===== src/rtl/prd_pkg.sv =====
package prd_pkg;

  localparam int unsigned WindowDef   = 10;
  localparam int unsigned HistoryDef  = 5;
  localparam int unsigned LedCountDef = 12;

  localparam logic [2:0] RegRiseThreshold = 3'd0;
  localparam logic [2:0] RegRefractory    = 3'd1;
  localparam logic [2:0] RegAlpha         = 3'd2;
  localparam logic [2:0] RegBarLow        = 3'd3;
  localparam logic [2:0] RegBarHigh       = 3'd4;
  localparam logic [2:0] RegBeepMin       = 3'd5;
  localparam logic [2:0] RegBeepLength    = 3'd6;

  localparam logic [31:0] MsPerMinute = 32'd60000;

  typedef struct packed {
    logic [9:0]  sample;
    logic [31:0] now_ms;
  } in_t;

  typedef struct packed {
    logic [9:0] filtered_level;
    logic       beat;
    logic [7:0] beat_rate;
    logic [7:0] shown_rate;
    logic [3:0] leds_lit;
    logic       beeper_on;
  } out_t;

  typedef struct packed {
    logic [9:0]  rise_threshold;
    logic [15:0] refractory_ms;
    logic [8:0]  smoothing_alpha;
    logic [7:0]  bar_low_rate;
    logic [7:0]  bar_high_rate;
    logic [7:0]  beep_min_rate;
    logic [9:0]  beep_length_ms;
  } cfg_t;

  // classified item handed from front to back
  typedef struct packed {
    logic [9:0]  level;
    logic        rise;
    logic [31:0] now_ms;
  } job_t;

endpackage


===== src/rtl/prd_front.sv =====
module prd_front #(
  parameter int unsigned Window = prd_pkg::WindowDef
) (
  input  logic          clk_i,
  input  logic          rst_ni,
  input  prd_pkg::in_t  in_i,
  input  logic          take_i,
  input  logic [9:0]    rise_threshold_i,
  output prd_pkg::job_t job_o
);
  import prd_pkg::*;

  localparam int unsigned SlotW  = (Window > 1) ? $clog2(Window) : 1;
  localparam int unsigned TotalW = 10 + $clog2(Window + 1);
  localparam int unsigned Shift  = TotalW + $clog2(Window);
  localparam int unsigned ProdW  = TotalW + Shift + 1;
  localparam longint unsigned Recip = ((64'd1 << Shift) + Window - 1) / Window;

  logic [9:0]        ring_q [Window];
  logic [SlotW-1:0]  slot_q;
  logic [TotalW-1:0] total_q, total_d;
  logic [ProdW-1:0]  prod;
  logic [9:0]        prev_q, level_d;
  logic [10:0]       diff;

  assign total_d = total_q - TotalW'(ring_q[slot_q]) + TotalW'(in_i.sample);
  // mean by reciprocal multiplication, exact over the whole total range
  assign prod    = ProdW'(total_d) * ProdW'(Recip);
  assign level_d = 10'(prod >> Shift);
  assign diff    = {1'b0, level_d} - {1'b0, prev_q};

  assign job_o.level  = level_d;
  assign job_o.rise   = !diff[10] && (diff[9:0] > rise_threshold_i);
  assign job_o.now_ms = in_i.now_ms;

  always_ff @(posedge clk_i or negedge rst_ni) begin
    if (!rst_ni) begin
      for (int i = 0; i < Window; i++) ring_q[i] <= '0;
      slot_q  <= '0;
      total_q <= '0;
      prev_q  <= '0;
    end else if (take_i) begin
      ring_q[slot_q] <= in_i.sample;
      slot_q  <= (slot_q == SlotW'(Window - 1)) ? '0 : slot_q + 1'b1;
      total_q <= total_d;
      prev_q  <= level_d;
    end
  end

endmodule


===== src/rtl/prd_div.sv =====
module prd_div (
  input  logic        clk_i,
  input  logic        rst_ni,
  input  logic        start_i,
  input  logic [31:0] num_i,
  input  logic [31:0] den_i,
  output logic        busy_o,
  output logic [31:0] quo_o
);
  import prd_pkg::*;

  logic [31:0] quo_q, rem_q, den_q;
  logic [5:0]  cnt_q;
  logic [32:0] trial;

  assign trial  = {rem_q, quo_q[31]} - {1'b0, den_q};
  assign busy_o = cnt_q != '0;
  assign quo_o  = quo_q;

  always_ff @(posedge clk_i or negedge rst_ni) begin
    if (!rst_ni) begin
      cnt_q <= '0;
      quo_q <= '0;
      rem_q <= '0;
      den_q <= '0;
    end else if (start_i) begin
      cnt_q <= 6'd32;
      quo_q <= num_i;
      rem_q <= '0;
      den_q <= den_i;
    end else if (busy_o) begin
      cnt_q <= cnt_q - 1'b1;
      if (!trial[32]) begin
        rem_q <= trial[31:0];
        quo_q <= {quo_q[30:0], 1'b1};
      end else begin
        rem_q <= {rem_q[30:0], quo_q[31]};
        quo_q <= {quo_q[30:0], 1'b0};
      end
    end
  end

endmodule


===== src/rtl/prd_back.sv =====
module prd_back #(
  parameter int unsigned History  = prd_pkg::HistoryDef,
  parameter int unsigned LedCount = prd_pkg::LedCountDef
) (
  input  logic          clk_i,
  input  logic          rst_ni,
  input  logic          job_valid_i,
  input  prd_pkg::job_t job_i,
  output logic          job_take_o,
  input  prd_pkg::cfg_t cfg_i,
  output logic          res_valid_o,
  input  logic          res_stall_i,
  output prd_pkg::out_t res_o
);
  import prd_pkg::*;

  localparam int unsigned HSlotW = (History > 1) ? $clog2(History) : 1;
  localparam int unsigned CntW   = $clog2(History + 1);
  localparam int unsigned SumW   = 8 + CntW;

  localparam logic [3:0] StIdle  = 4'd0;
  localparam logic [3:0] StRate  = 4'd1;
  localparam logic [3:0] StHist  = 4'd2;
  localparam logic [3:0] StMean  = 4'd3;
  localparam logic [3:0] StMul1  = 4'd4;
  localparam logic [3:0] StMul2  = 4'd5;
  localparam logic [3:0] StPer   = 4'd6;
  localparam logic [3:0] StBar   = 4'd7;
  localparam logic [3:0] StBeep  = 4'd8;
  localparam logic [3:0] StOut   = 4'd9;
  localparam logic [3:0] StDivW  = 4'd10;

  logic [3:0]  state_q, ret_q;
  job_t        job_q;
  logic        beat_q;
  logic [7:0]  held_q;
  logic [31:0] last_beat_q, last_tog_q;
  logic [7:0]  hist_q [History];
  logic [HSlotW-1:0] hslot_q;
  logic [HSlotW:0]   hidx_q;
  logic [SumW-1:0]   sum_q;
  logic [CntW-1:0]   cnt_q;
  logic [15:0] smooth_q;
  logic [25:0] acc_q;
  logic [7:0]  shown_q;
  logic [31:0] period_q;
  logic        beep_q;
  logic [3:0]  leds_q;
  logic        res_valid_q;
  out_t        res_q;

  logic        div_start, div_busy;
  logic [31:0] div_num, div_den, div_quo;

  prd_div u_div (
    .clk_i,
    .rst_ni,
    .start_i (div_start),
    .num_i   (div_num),
    .den_i   (div_den),
    .busy_o  (div_busy),
    .quo_o   (div_quo)
  );

  logic [31:0] interval;
  logic [8:0]  alpha;
  logic [31:0] since;
  logic [31:0] gap;
  logic [8:0]  span;
  logic signed [9:0] off;
  logic [7:0]  off_mag, span_mag;
  logic        res_load;

  assign interval = job_q.now_ms - last_beat_q;
  assign alpha    = (cfg_i.smoothing_alpha > 9'd256) ? 9'd256 : cfg_i.smoothing_alpha;
  assign since    = job_q.now_ms - last_tog_q;
  assign gap      = (period_q > 32'(cfg_i.beep_length_ms))
                    ? period_q - 32'(cfg_i.beep_length_ms) : '0;
  assign span     = {1'b0, cfg_i.bar_high_rate} - {1'b0, cfg_i.bar_low_rate};
  assign off      = $signed({2'b0, shown_q}) - $signed({2'b0, cfg_i.bar_low_rate});
  assign off_mag  = off[9] ? 8'(-off) : off[7:0];
  assign span_mag = span[8] ? 8'(9'd0 - span) : span[7:0];
  assign res_load = (state_q == StBeep) && (!res_valid_q || !res_stall_i);

  assign job_take_o  = (state_q == StIdle) && job_valid_i;
  assign res_valid_o = res_valid_q;
  assign res_o       = res_q;

  always_comb begin
    div_start = 1'b0;
    div_num   = '0;
    div_den   = '0;
    unique case (state_q)
      StRate: begin
        div_start = job_q.rise && (interval > 32'(cfg_i.refractory_ms));
        div_num   = MsPerMinute;
        div_den   = interval;
      end
      StMean: begin
        div_start = cnt_q != '0;
        div_num   = 32'(sum_q) << 8;
        div_den   = 32'(cnt_q);
      end
      StPer: begin
        div_start = shown_q > cfg_i.beep_min_rate;
        div_num   = MsPerMinute;
        div_den   = 32'(shown_q);
      end
      StBar: begin
        div_start = (span != '0) && (span[8] == off[9]);
        div_num   = 32'(off_mag) * 32'(LedCount);
        div_den   = 32'(span_mag);
      end
      default: ;
    endcase
  end

  always_ff @(posedge clk_i or negedge rst_ni) begin
    if (!rst_ni) begin
      state_q     <= StIdle;
      ret_q       <= StIdle;
      beat_q      <= 1'b0;
      held_q      <= '0;
      last_beat_q <= '0;
      last_tog_q  <= '0;
      for (int i = 0; i < History; i++) hist_q[i] <= '0;
      hslot_q     <= '0;
      hidx_q      <= '0;
      sum_q       <= '0;
      cnt_q       <= '0;
      smooth_q    <= '0;
      acc_q       <= '0;
      shown_q     <= '0;
      period_q    <= '0;
      beep_q      <= 1'b0;
      leds_q      <= '0;
      res_valid_q <= 1'b0;
      job_q       <= '0;
      res_q       <= '0;
    end else begin
      if (res_load) res_valid_q <= 1'b1;
      else if (!res_stall_i) res_valid_q <= 1'b0;
      unique case (state_q)
        StIdle: begin
          if (job_valid_i) begin
            job_q   <= job_i;
            beat_q  <= 1'b0;
            state_q <= StRate;
          end
        end
        StRate: begin
          if (div_start) begin
            state_q <= StDivW;
            ret_q   <= StRate;
            beat_q  <= 1'b1;
            job_q.rise <= 1'b0;
          end else begin
            if (beat_q) begin
              held_q          <= (div_quo > 32'd255) ? 8'd255 : div_quo[7:0];
              hist_q[hslot_q] <= (div_quo > 32'd255) ? 8'd255 : div_quo[7:0];
              hslot_q     <= (hslot_q == HSlotW'(History - 1)) ? '0 : hslot_q + 1'b1;
              last_beat_q <= job_q.now_ms;
            end
            hidx_q  <= '0;
            sum_q   <= '0;
            cnt_q   <= '0;
            state_q <= StHist;
          end
        end
        StHist: begin
          if (hidx_q == (HSlotW+1)'(History)) begin
            state_q <= StMean;
          end else begin
            if (hist_q[hidx_q[HSlotW-1:0]] != '0) begin
              sum_q <= sum_q + SumW'(hist_q[hidx_q[HSlotW-1:0]]);
              cnt_q <= cnt_q + 1'b1;
            end
            hidx_q <= hidx_q + 1'b1;
          end
        end
        StMean: begin
          if (div_start) begin
            state_q <= StDivW;
            ret_q   <= StMul1;
          end else begin
            state_q <= StPer;
            shown_q <= smooth_q[15:8];
          end
        end
        StMul1: begin
          acc_q   <= 26'(alpha) * 26'(div_quo[16:0]);
          state_q <= StMul2;
        end
        StMul2: begin
          smooth_q <= 16'((acc_q + 26'(9'd256 - alpha) * 26'(smooth_q)) >> 8);
          shown_q  <= 8'((acc_q + 26'(9'd256 - alpha) * 26'(smooth_q)) >> 16);
          state_q  <= StPer;
        end
        StPer: begin
          if (div_start) begin
            state_q <= StDivW;
            ret_q   <= StBar;
          end else begin
            period_q <= '0;
            state_q  <= StBar;
          end
          if (!div_start) begin
            beep_q     <= 1'b0;
            last_tog_q <= '0;
          end
        end
        StBar: begin
          if (shown_q > cfg_i.beep_min_rate) period_q <= div_quo;
          if (span == '0) begin
            leds_q  <= (shown_q >= cfg_i.bar_low_rate) ? 4'(LedCount) : '0;
            state_q <= StBeep;
          end else if (span[8] != off[9]) begin
            leds_q  <= '0;
            state_q <= StBeep;
          end else begin
            state_q <= StDivW;
            ret_q   <= StOut;
          end
        end
        StOut: begin
          leds_q  <= (div_quo > 32'(LedCount)) ? 4'(LedCount) : div_quo[3:0];
          state_q <= StBeep;
        end
        StBeep: begin
          if (res_load) begin
            if (shown_q > cfg_i.beep_min_rate) begin
              if (beep_q) begin
                if (since >= 32'(cfg_i.beep_length_ms)) begin
                  beep_q     <= 1'b0;
                  last_tog_q <= job_q.now_ms;
                end
              end else if (since >= gap) begin
                beep_q     <= 1'b1;
                last_tog_q <= job_q.now_ms;
              end
            end
            res_q.filtered_level <= job_q.level;
            res_q.beat           <= beat_q;
            res_q.beat_rate      <= held_q;
            res_q.shown_rate     <= shown_q;
            res_q.leds_lit       <= leds_q;
            res_q.beeper_on      <= (shown_q > cfg_i.beep_min_rate) &&
                                    (beep_q ? !(since >= 32'(cfg_i.beep_length_ms))
                                            : (since >= gap));
            state_q              <= StIdle;
          end
        end
        StDivW: begin
          if (!div_busy) state_q <= ret_q;
        end
        default: state_q <= StIdle;
      endcase
    end
  end

endmodule


===== src/rtl/pulse_rate_detector.sv =====
// channel  direction  handshake                payload
// in       input      in_valid_i/in_stall_o    prd_pkg::in_t
// out      output     out_valid_o/out_stall_i  prd_pkg::out_t
// cfg      input      cfg_valid_i/cfg_ready_o  index, data
// an item's divisions on the shared 32-step divider
// (beat rate, history mean, beep period, bar scale) run one after another
// reset clears all history; the front filter updates as each item is queued
// a two-entry queue parts the filter from the rate sequencer; the result
// register frees the sequencer once the waiting result is taken
module pulse_rate_detector #(
  parameter int unsigned Window   = prd_pkg::WindowDef,
  parameter int unsigned History  = prd_pkg::HistoryDef,
  parameter int unsigned LedCount = prd_pkg::LedCountDef
) (
  input  logic          clk_i,
  input  logic          rst_ni,
  input  logic          in_valid_i,
  output logic          in_stall_o,
  input  prd_pkg::in_t  in_data_i,
  output logic          out_valid_o,
  input  logic          out_stall_i,
  output prd_pkg::out_t out_data_o,
  input  logic          cfg_valid_i,
  output logic          cfg_ready_o,
  input  logic [2:0]    cfg_index_i,
  input  logic [31:0]   cfg_data_i
);
  import prd_pkg::*;

  cfg_t  cfg_q;
  job_t  front_job;
  job_t  fifo_q [2];
  logic  rd_q, wr_q;
  logic [1:0] fill_q;
  logic  take, job_take;

  assign cfg_ready_o = 1'b1;
  assign in_stall_o  = fill_q == 2'd2;
  assign take        = in_valid_i && !in_stall_o;

  always_ff @(posedge clk_i or negedge rst_ni) begin
    if (!rst_ni) begin
      cfg_q.rise_threshold  <= 10'd1;
      cfg_q.refractory_ms   <= 16'd400;
      cfg_q.smoothing_alpha <= 9'd51;
      cfg_q.bar_low_rate    <= 8'd40;
      cfg_q.bar_high_rate   <= 8'd140;
      cfg_q.beep_min_rate   <= 8'd40;
      cfg_q.beep_length_ms  <= 10'd50;
    end else if (cfg_valid_i) begin
      unique case (cfg_index_i)
        RegRiseThreshold: cfg_q.rise_threshold  <= cfg_data_i[9:0];
        RegRefractory:    cfg_q.refractory_ms   <= cfg_data_i[15:0];
        RegAlpha:         cfg_q.smoothing_alpha <= cfg_data_i[8:0];
        RegBarLow:        cfg_q.bar_low_rate    <= cfg_data_i[7:0];
        RegBarHigh:       cfg_q.bar_high_rate   <= cfg_data_i[7:0];
        RegBeepMin:       cfg_q.beep_min_rate   <= cfg_data_i[7:0];
        RegBeepLength:    cfg_q.beep_length_ms  <= cfg_data_i[9:0];
        default: ;
      endcase
    end
  end

  prd_front #(.Window(Window)) u_front (
    .clk_i,
    .rst_ni,
    .in_i             (in_data_i),
    .take_i           (take),
    .rise_threshold_i (cfg_q.rise_threshold),
    .job_o            (front_job)
  );

  always_ff @(posedge clk_i or negedge rst_ni) begin
    if (!rst_ni) begin
      rd_q   <= 1'b0;
      wr_q   <= 1'b0;
      fill_q <= '0;
      fifo_q[0] <= '0;
      fifo_q[1] <= '0;
    end else begin
      if (take) begin
        fifo_q[wr_q] <= front_job;
        wr_q <= !wr_q;
      end
      if (job_take) rd_q <= !rd_q;
      fill_q <= fill_q + {1'b0, take} - {1'b0, job_take};
    end
  end

  prd_back #(.History(History), .LedCount(LedCount)) u_back (
    .clk_i,
    .rst_ni,
    .job_valid_i (fill_q != '0),
    .job_i       (fifo_q[rd_q]),
    .job_take_o  (job_take),
    .cfg_i       (cfg_q),
    .res_valid_o (out_valid_o),
    .res_stall_i (out_stall_i),
    .res_o       (out_data_o)
  );

endmodule


===== config.mk =====
export PLATFORM = sky130hd
export DESIGN_NAME = pulse_rate_detector
export DESIGN_NICKNAME = d
export VERILOG_FILES = /design/src/rtl/prd_pkg.sv /design/src/rtl/prd_front.sv /design/src/rtl/prd_div.sv /design/src/rtl/prd_back.sv /design/src/rtl/pulse_rate_detector.sv
export SDC_FILE = /design/constraint.sdc
export NUM_CORES = 2
export LEC_CHECK = 0
export ABC_AREA = 1
export BUFFER_PORTS_ARGS = -buffer_cell sky130_fd_sc_hd__clkbuf_2
export CAP_MARGIN = 20
export CORE_UTILIZATION = 25
export CTS_BUF_LIST = sky130_fd_sc_hd__clkbuf_4 sky130_fd_sc_hd__clkbuf_8
export CTS_CLUSTER_SIZE = 28
export DETAILED_ROUTE_END_ITERATION = 16
export GPL_TIMING_DRIVEN = 0
export SKIP_LAST_GASP = 1
export SLEW_MARGIN = 20
export SYNTH_ARGS = -nofsm -noshare
export SYNTH_HDL_FRONTEND = slang
export SYNTH_SLANG_ARGS = --single-unit

===== constraint.sdc =====
create_clock -name clk_i -period 10 [get_ports clk_i]
set_clock_uncertainty 0.15 [all_clocks]
set_input_delay 2.5 -clock clk_i [delete_from_list [all_inputs] [get_ports clk_i]]
set_output_delay 2.5 -clock clk_i [all_outputs]
set_load 0.01 [all_outputs]

* Word-level counts from Yosys, hierarchy flattened
Cells that the tools add are included.
** Word-level totals
- Bits of input ports :: 82
- Output and inout bits :: 35
- Bits in latches :: 0
- Memory bits (writable) :: 0
- Memories kept :: 0
- Logic and storage cells :: 305
- Register bits after elaboration :: 692
- ROM bits :: 0
** Operators by class
- Order comparisons :: 18
- Shift-type cells :: 0
- Multipliers :: 4
- Mux-type cells :: 95
- Reduce and logical (&&, ||, !) cells :: 55
- Equality and inequality tests :: 42
- Add/sub/neg operators :: 21
- Bitwise logic cells :: 6
- Div/mod/pow operators :: 0
** Operators by type and width (count)
- $mux 32 :: 13
- $mux 43 :: 4
- $pmux 32 s2 :: 2
- $pmux 32 s4 :: 1
- $bwmux 100 :: 1
- $bwmux 86 :: 1
- $mux 4 :: 20
- $sub 32x32->32 :: 2
- $pmux 19 s3 :: 1
- $mux 8 :: 7
- $pmux 4 s11 :: 1
- $demux 43 s1 :: 1
- $bmux 10 s4 :: 1
- $bwmux 40 :: 1
- $demux 10 s4 :: 1
- $mux 11 :: 3
- $mux 33 :: 1
- $sub 33x32->33 :: 1
- $ge 32x10->1 :: 1
- $ge 32x32->1 :: 1
- $gt 32x10->1 :: 1
- $gt 32x16->1 :: 1
- $gt 32x4->1 const B :: 1
- $gt 32x8->1 const B :: 1
- 80 further kinds :: 173

* Depth between registers and ports, before layout
- Depth after elaboration :: 11
- Depth in mapped cells :: 61
- Gate-level depth less buffers :: 59

* Modules after synthesis
Synthesis repeated with hierarchy kept, for this count alone.
** Unflattened totals
- Cells, all modules :: 7875
- Area, all modules :: 57769.2 µm²
** Modules (own cells, without submodules)
- prd_back :: cells an instance 4540, area an instance 32308.5 µm², instances 1
- prd_front :: cells an instance 1368, area an instance 11168.2 µm², instances 1
- prd_div :: cells an instance 1112, area an instance 7293.2 µm², instances 1
- pulse_rate_detector :: cells an instance 855, area an instance 6999.2 µm², instances 1

* Worst setup path before layout
OpenSTA, ideal clock, no wires.
- Path type :: input to register
- Start point :: input port in_data_i[33] (netlist name)
- End point :: register fifo_q[32] (netlist name)
- Setup slack :: -2111 ps
- Setup time :: 83 ps
- Data arrival time :: 11878 ps
- Stages :: 50
- Cell sequence :: inv_1 > clkbuf_1 > fa_1 > fa_1 > o21ai_0 > nand2_1 > nand2_1 > a21oi_1 > o21bai_1 > nand2_1 > nand2_1 > a21oi_1 > xor2_1 > inv_1 > fa_1 > inv_1 > fa_1 > fa_1 > [... 14 more ...] > nand2_1 > o21ai_0 > a21oi_1 > o21bai_1 > a21oi_1 > o21bai_1 > a21o_1 > a21oi_1 > xor2_1 > ha_1 > nand2_1 > inv_1 > nand3_1 > nor3_1 > o21ai_0 > o2111ai_1 > o211ai_1 > o21ai_0
** RTL lines
- from (decl) :: RTL line pulse_rate_detector.sv:19 : input prd_pkg::in_t in_data_i,
- to (signal, indexed assignment) :: RTL line pulse_rate_detector.sv:82 : fifo_q[wr_q] <= front_job;
- to (decl) :: RTL line pulse_rate_detector.sv:32 : job_t fifo_q [2];

==> reports/summary.txt <==
======================================================================================================
Met3 wirelength from detailed routing                                                          8.15 mm
Xor-xnor portion of the synthesized cell area                                                    2.35%
Final net count                                                                                   8420
Cell chosen for the clock root                                                            sky130_fd_sc_hd__clkbuf_8
Endpoint required time on the critical path                                                   10.62 ns
Run status                                                                                finished, violations left
Sort of element at the start of the critical path                                           input port
Crit path capture type                                                                        register
Initial drt markers                                                                               3139
Crit path max fanout                                                                                 3
Layout area overhead                                                                             15.7%
Fin crit period                                                                               11.11 ns
CTS tree                                                                                         built
Synth area leader                                                                         sky130_fd_sc_hd__dfrtp_1
Most used DFF post-synth                                                                  sky130_fd_sc_hd__dfrtp_1
Syn avg cell area                                                                           7.70 sq um
Initial antenna violation count                                                                      7
Number of global-route vias before repair                                                        49100
Hold Crit Class                                                                           register to register
Relative slew slack                                                                              33.9%
Unrepaired setup endpoints after global routing                                                   true
Data arrival time at the worst-slack endpoint                                                 11.74 ns
Number of nets with antenna violations after routing                                                 0
Routed wire per std cell                                                                  16.5 microns
Half-perimeter wire length after detailed placement                                             139 mm
Clock transition at the register clock pins on the worst setup and hold paths after CTS        0.07 ns
Cells after Synth                                                                                 7214
Yosys reg bits                                                                                     692
Adder-cell share of the synthesized area                                                         23.3%
Yosys top cell area share                                                                        30.4%
FFs w/ async S/R, synth                                                                           100%
GRT overflow                                                                                         0
Vertical extent of the die                                                                 473 microns
Number of flops mapped to enable cells by yosys                                                      0
Synth cell types                                                                                    55
Final clock period utilization by the worst path                                                  111%
DRT met1 WL                                                                                    75.6 mm
Wire length of the first global-routing pass                                                    276 mm
Highest layer used for signal routing                                                             met5
Met2 WL                                                                                        85.2 mm
Complex-gate fraction of the synthesized area                                                    12.1%
Final setup vio count                                                                                2
Number of clock buffers inserted by TritonCTS                                                      120
Initial standard-cell utilization of the core                                                    25.2%
Post-synthesis instance area                                                               55600 sq um
Number of fill cells in the layout                                                               23800
Top cells by area in the synthesized netlist                                              sky130_fd_sc_hd__dfrtp_1 30%, sky130_fd_sc_hd__fa_1 13%, sky130_fd_sc_hd__nand2_1 12%, sky130_fd_sc_hd__ha_1 10%, sky130_fd_sc_hd__inv_1 8.7%
Final max-slew violation count                                                                       0
Sinks on the clock net                                                                             692
Post-route DRC violation count                                                                       0
Count of endpoints failing hold in the final timing report                                           0
Slew of the pin with the lowest slew margin                                                   0.992 ns
TritonRoute pass-1 iters                                                                             6
Number of warnings issued by yosys                                                                   0
Final GP Congestion                                                                              0.928
Maximum frequency from static timing analysis                                                 90.0 MHz
Maximum cell stage delay along the critical path                                               0.55 ns
Register area share after synthesis                                                              31.2%
H-Tree Level Count                                                                                   3
Number of hold buffers added after cts                                                               0
Die Outline Area                                                                          224000 sq um
Cell with the biggest individual delay on the critical path                               sky130_fd_sc_hd__fa_1
Max-capacitance violation count                                                                      0
Synth Area in Simple Gates                                                                       20.4%
Fraction of final layout cells sized beyond drive strength 1                                     8.52%
Number of vias after detailed routing                                                            48300
Maximum number of pins on one net before global-route repair                                        94
Per-cell via count in the routed design                                                           4.56
Total global-route track usage                                                                   15.6%
Main combinational cell family by area after synthesis                                     adder cells
Clock latency at the later pin of the worst-skew pair                                          0.87 ns
Count of input and output buffers                                                                   99
Max Root-Sink Buffers                                                                                3
I/O pin count                                                                                      117
Worst Setup Slack, final                                                                      -1.11 ns
Sequential Area                                                                            17300 sq um
Core Box Area                                                                             220000 sq um
Category of the critical setup timing path                                                input port to register
Area of combinational cells with multiple inputs                                           33200 sq um
Row cnt                                                                                            172
Setup TNS Final                                                                               -2.20 ns
Sum of routed wire length over all layers                                                       175 mm
Die extent in x                                                                            473 microns
Share of cell area taken by muxes after synthesis                                                   0%
Failing checks                                                                            setup timing
======================================================================================================
-- cells by family (layout without fill, tap and decap cells) --
family	count (synthesis)	count (layout)
AND/OR/NAND/NOR	2777	2777
AO/OA/AOI/OAI	1231	1231
other	2	45
adder cells (fa/ha/maj)	814	814
flip-flops	692	692
XOR/XNOR	149	149
buffers and inverters	1549	1923
-- worst max-delay path: cells and delay by family --
family,cells,cell delay [ns]
buffers and inverters,10,0.78
adder cells (fa/ha/maj),11,4.63
XOR/XNOR,2,0.29
AND/OR/NAND/NOR,8,0.95
AO/OA/AOI/OAI,19,2.58
-- layout by cell type (no fill, tap or decap), types with 30 or more instances in the layout --
master	Yosys	final
sky130_fd_sc_hd__dfrtp_1	674	673
sky130_fd_sc_hd__buf_4	8	54
sky130_fd_sc_hd__nand2_1	1794	1778
sky130_fd_sc_hd__fa_1	369	364
sky130_fd_sc_hd__nand4_1	52	52
sky130_fd_sc_hd__xor2_1	97	85
sky130_fd_sc_hd__o211ai_1	44	44
sky130_fd_sc_hd__clkbuf_2	4	106
sky130_fd_sc_hd__o21ai_1	56	63
sky130_fd_sc_hd__conb_1	2	41
sky130_fd_sc_hd__inv_2	21	42
sky130_fd_sc_hd__clkbuf_8	0	156
sky130_fd_sc_hd__nor3_1	56	51
sky130_fd_sc_hd__a31oi_1	43	43
sky130_fd_sc_hd__clkbuf_1	181	164
sky130_fd_sc_hd__a21oi_1	336	319
sky130_fd_sc_hd__nor2_1	450	446
sky130_fd_sc_hd__ha_1	445	424
sky130_fd_sc_hd__clkbuf_4	0	30
sky130_fd_sc_hd__xnor2_1	52	51
sky130_fd_sc_hd__nand3_1	319	316
sky130_fd_sc_hd__inv_1	1282	1256
sky130_fd_sc_hd__o21ai_0	600	588
-- routing by layer --
metal | GRT usage [%] | vias to the layer above
met4 | 5.43 | 6
met5 | 0 | -
met2 | 27.1 | 1192
li1 | - | 23400
met3 | 1.77 | 313
met1 | 19.8 | 23400
-- through the flow --
| stage | worst slack (ns) | instances | area, sq um | hold slack [ns] | util, % |
|---|---|---|---|---|---|
| floorplan | -1.27 | 7253 | 56000 | 0.288 | - |
| global placement | -10.48 | 10300 | 60200 | 0.306 | 27.3 |
| detailed placement | -2.66 | 10300 | 60500 | 0.308 | 27.4 |
| CTS | -0.987 | 10600 | 64000 | 0.324 | 29.1 |
| global route | -1.55 | 10600 | 64300 | 0.341 | 29.2 |
| finish | -1.11 | 10600 | 64300 | 0.321 | 29.2 |
-- what timing repair did --
action                     in CTS  in global routing
setup buffers                  41                  8
setup endpoints to repair       5                 14
pin swaps                      67                 57
gates resized for setup        70                 51
-- layout make-up --
cell class / count / area share, %
multi-input cells: 5012 / 51.6
flip-flops and latches: 692 / 27.0
inverters: 1322 / 7.76
well taps: 2958 / 5.76
clock buffers: 182 / 3.61
repair buffers: 156 / 1.77
plain buffers: 220 / 1.48
clock inverters: 43 / 1.03
diodes: 4 / 0.0156
-- state kept, by name, indices dropped and copies added, names as in the netlist, 40 cells and up --
register	cells
u_back.job_q	43
u_front.ring_q	100
cfg_q	69
fifo_q	86
u_back.hist_q	40
-- synth_stat cells, drive strengths merged, types with 26 or more instances --
cell type / instances
a31oi: 43
ha: 445
dfrtp: 674
or2: 27
nor3: 57
xnor2: 52
nand3: 322
a21oi: 336
inv: 1303
nand2: 1801
o21ai: 659
nand4: 53
nor2: 467
clkbuf: 185
fa: 369
o21bai: 26
o211ai: 44
xor2: 97
buf: 42
o22ai: 27
-- final timing paths --
check                                   from            endpoint  slack, ns  cells after the start
max                            in_data_i[36]          fifo_q[75]      -1.11                     50
min                         u_back.hist_q[9]    u_back.hist_q[9]       0.32                      2
max reg2reg                u_front.slot_q[0]          fifo_q[75]      -0.87                     55
min reg2reg                 u_back.hist_q[9]    u_back.hist_q[9]       0.32                      2
max in group asynchronous             rst_ni           cfg_q[13]       6.52                      4
min in group asynchronous             rst_ni  u_front.ring_q[61]       1.48                      1
Power is not shown: default switching activity piles up to over one toggle a cycle in this logic, so the estimate is an artifact.
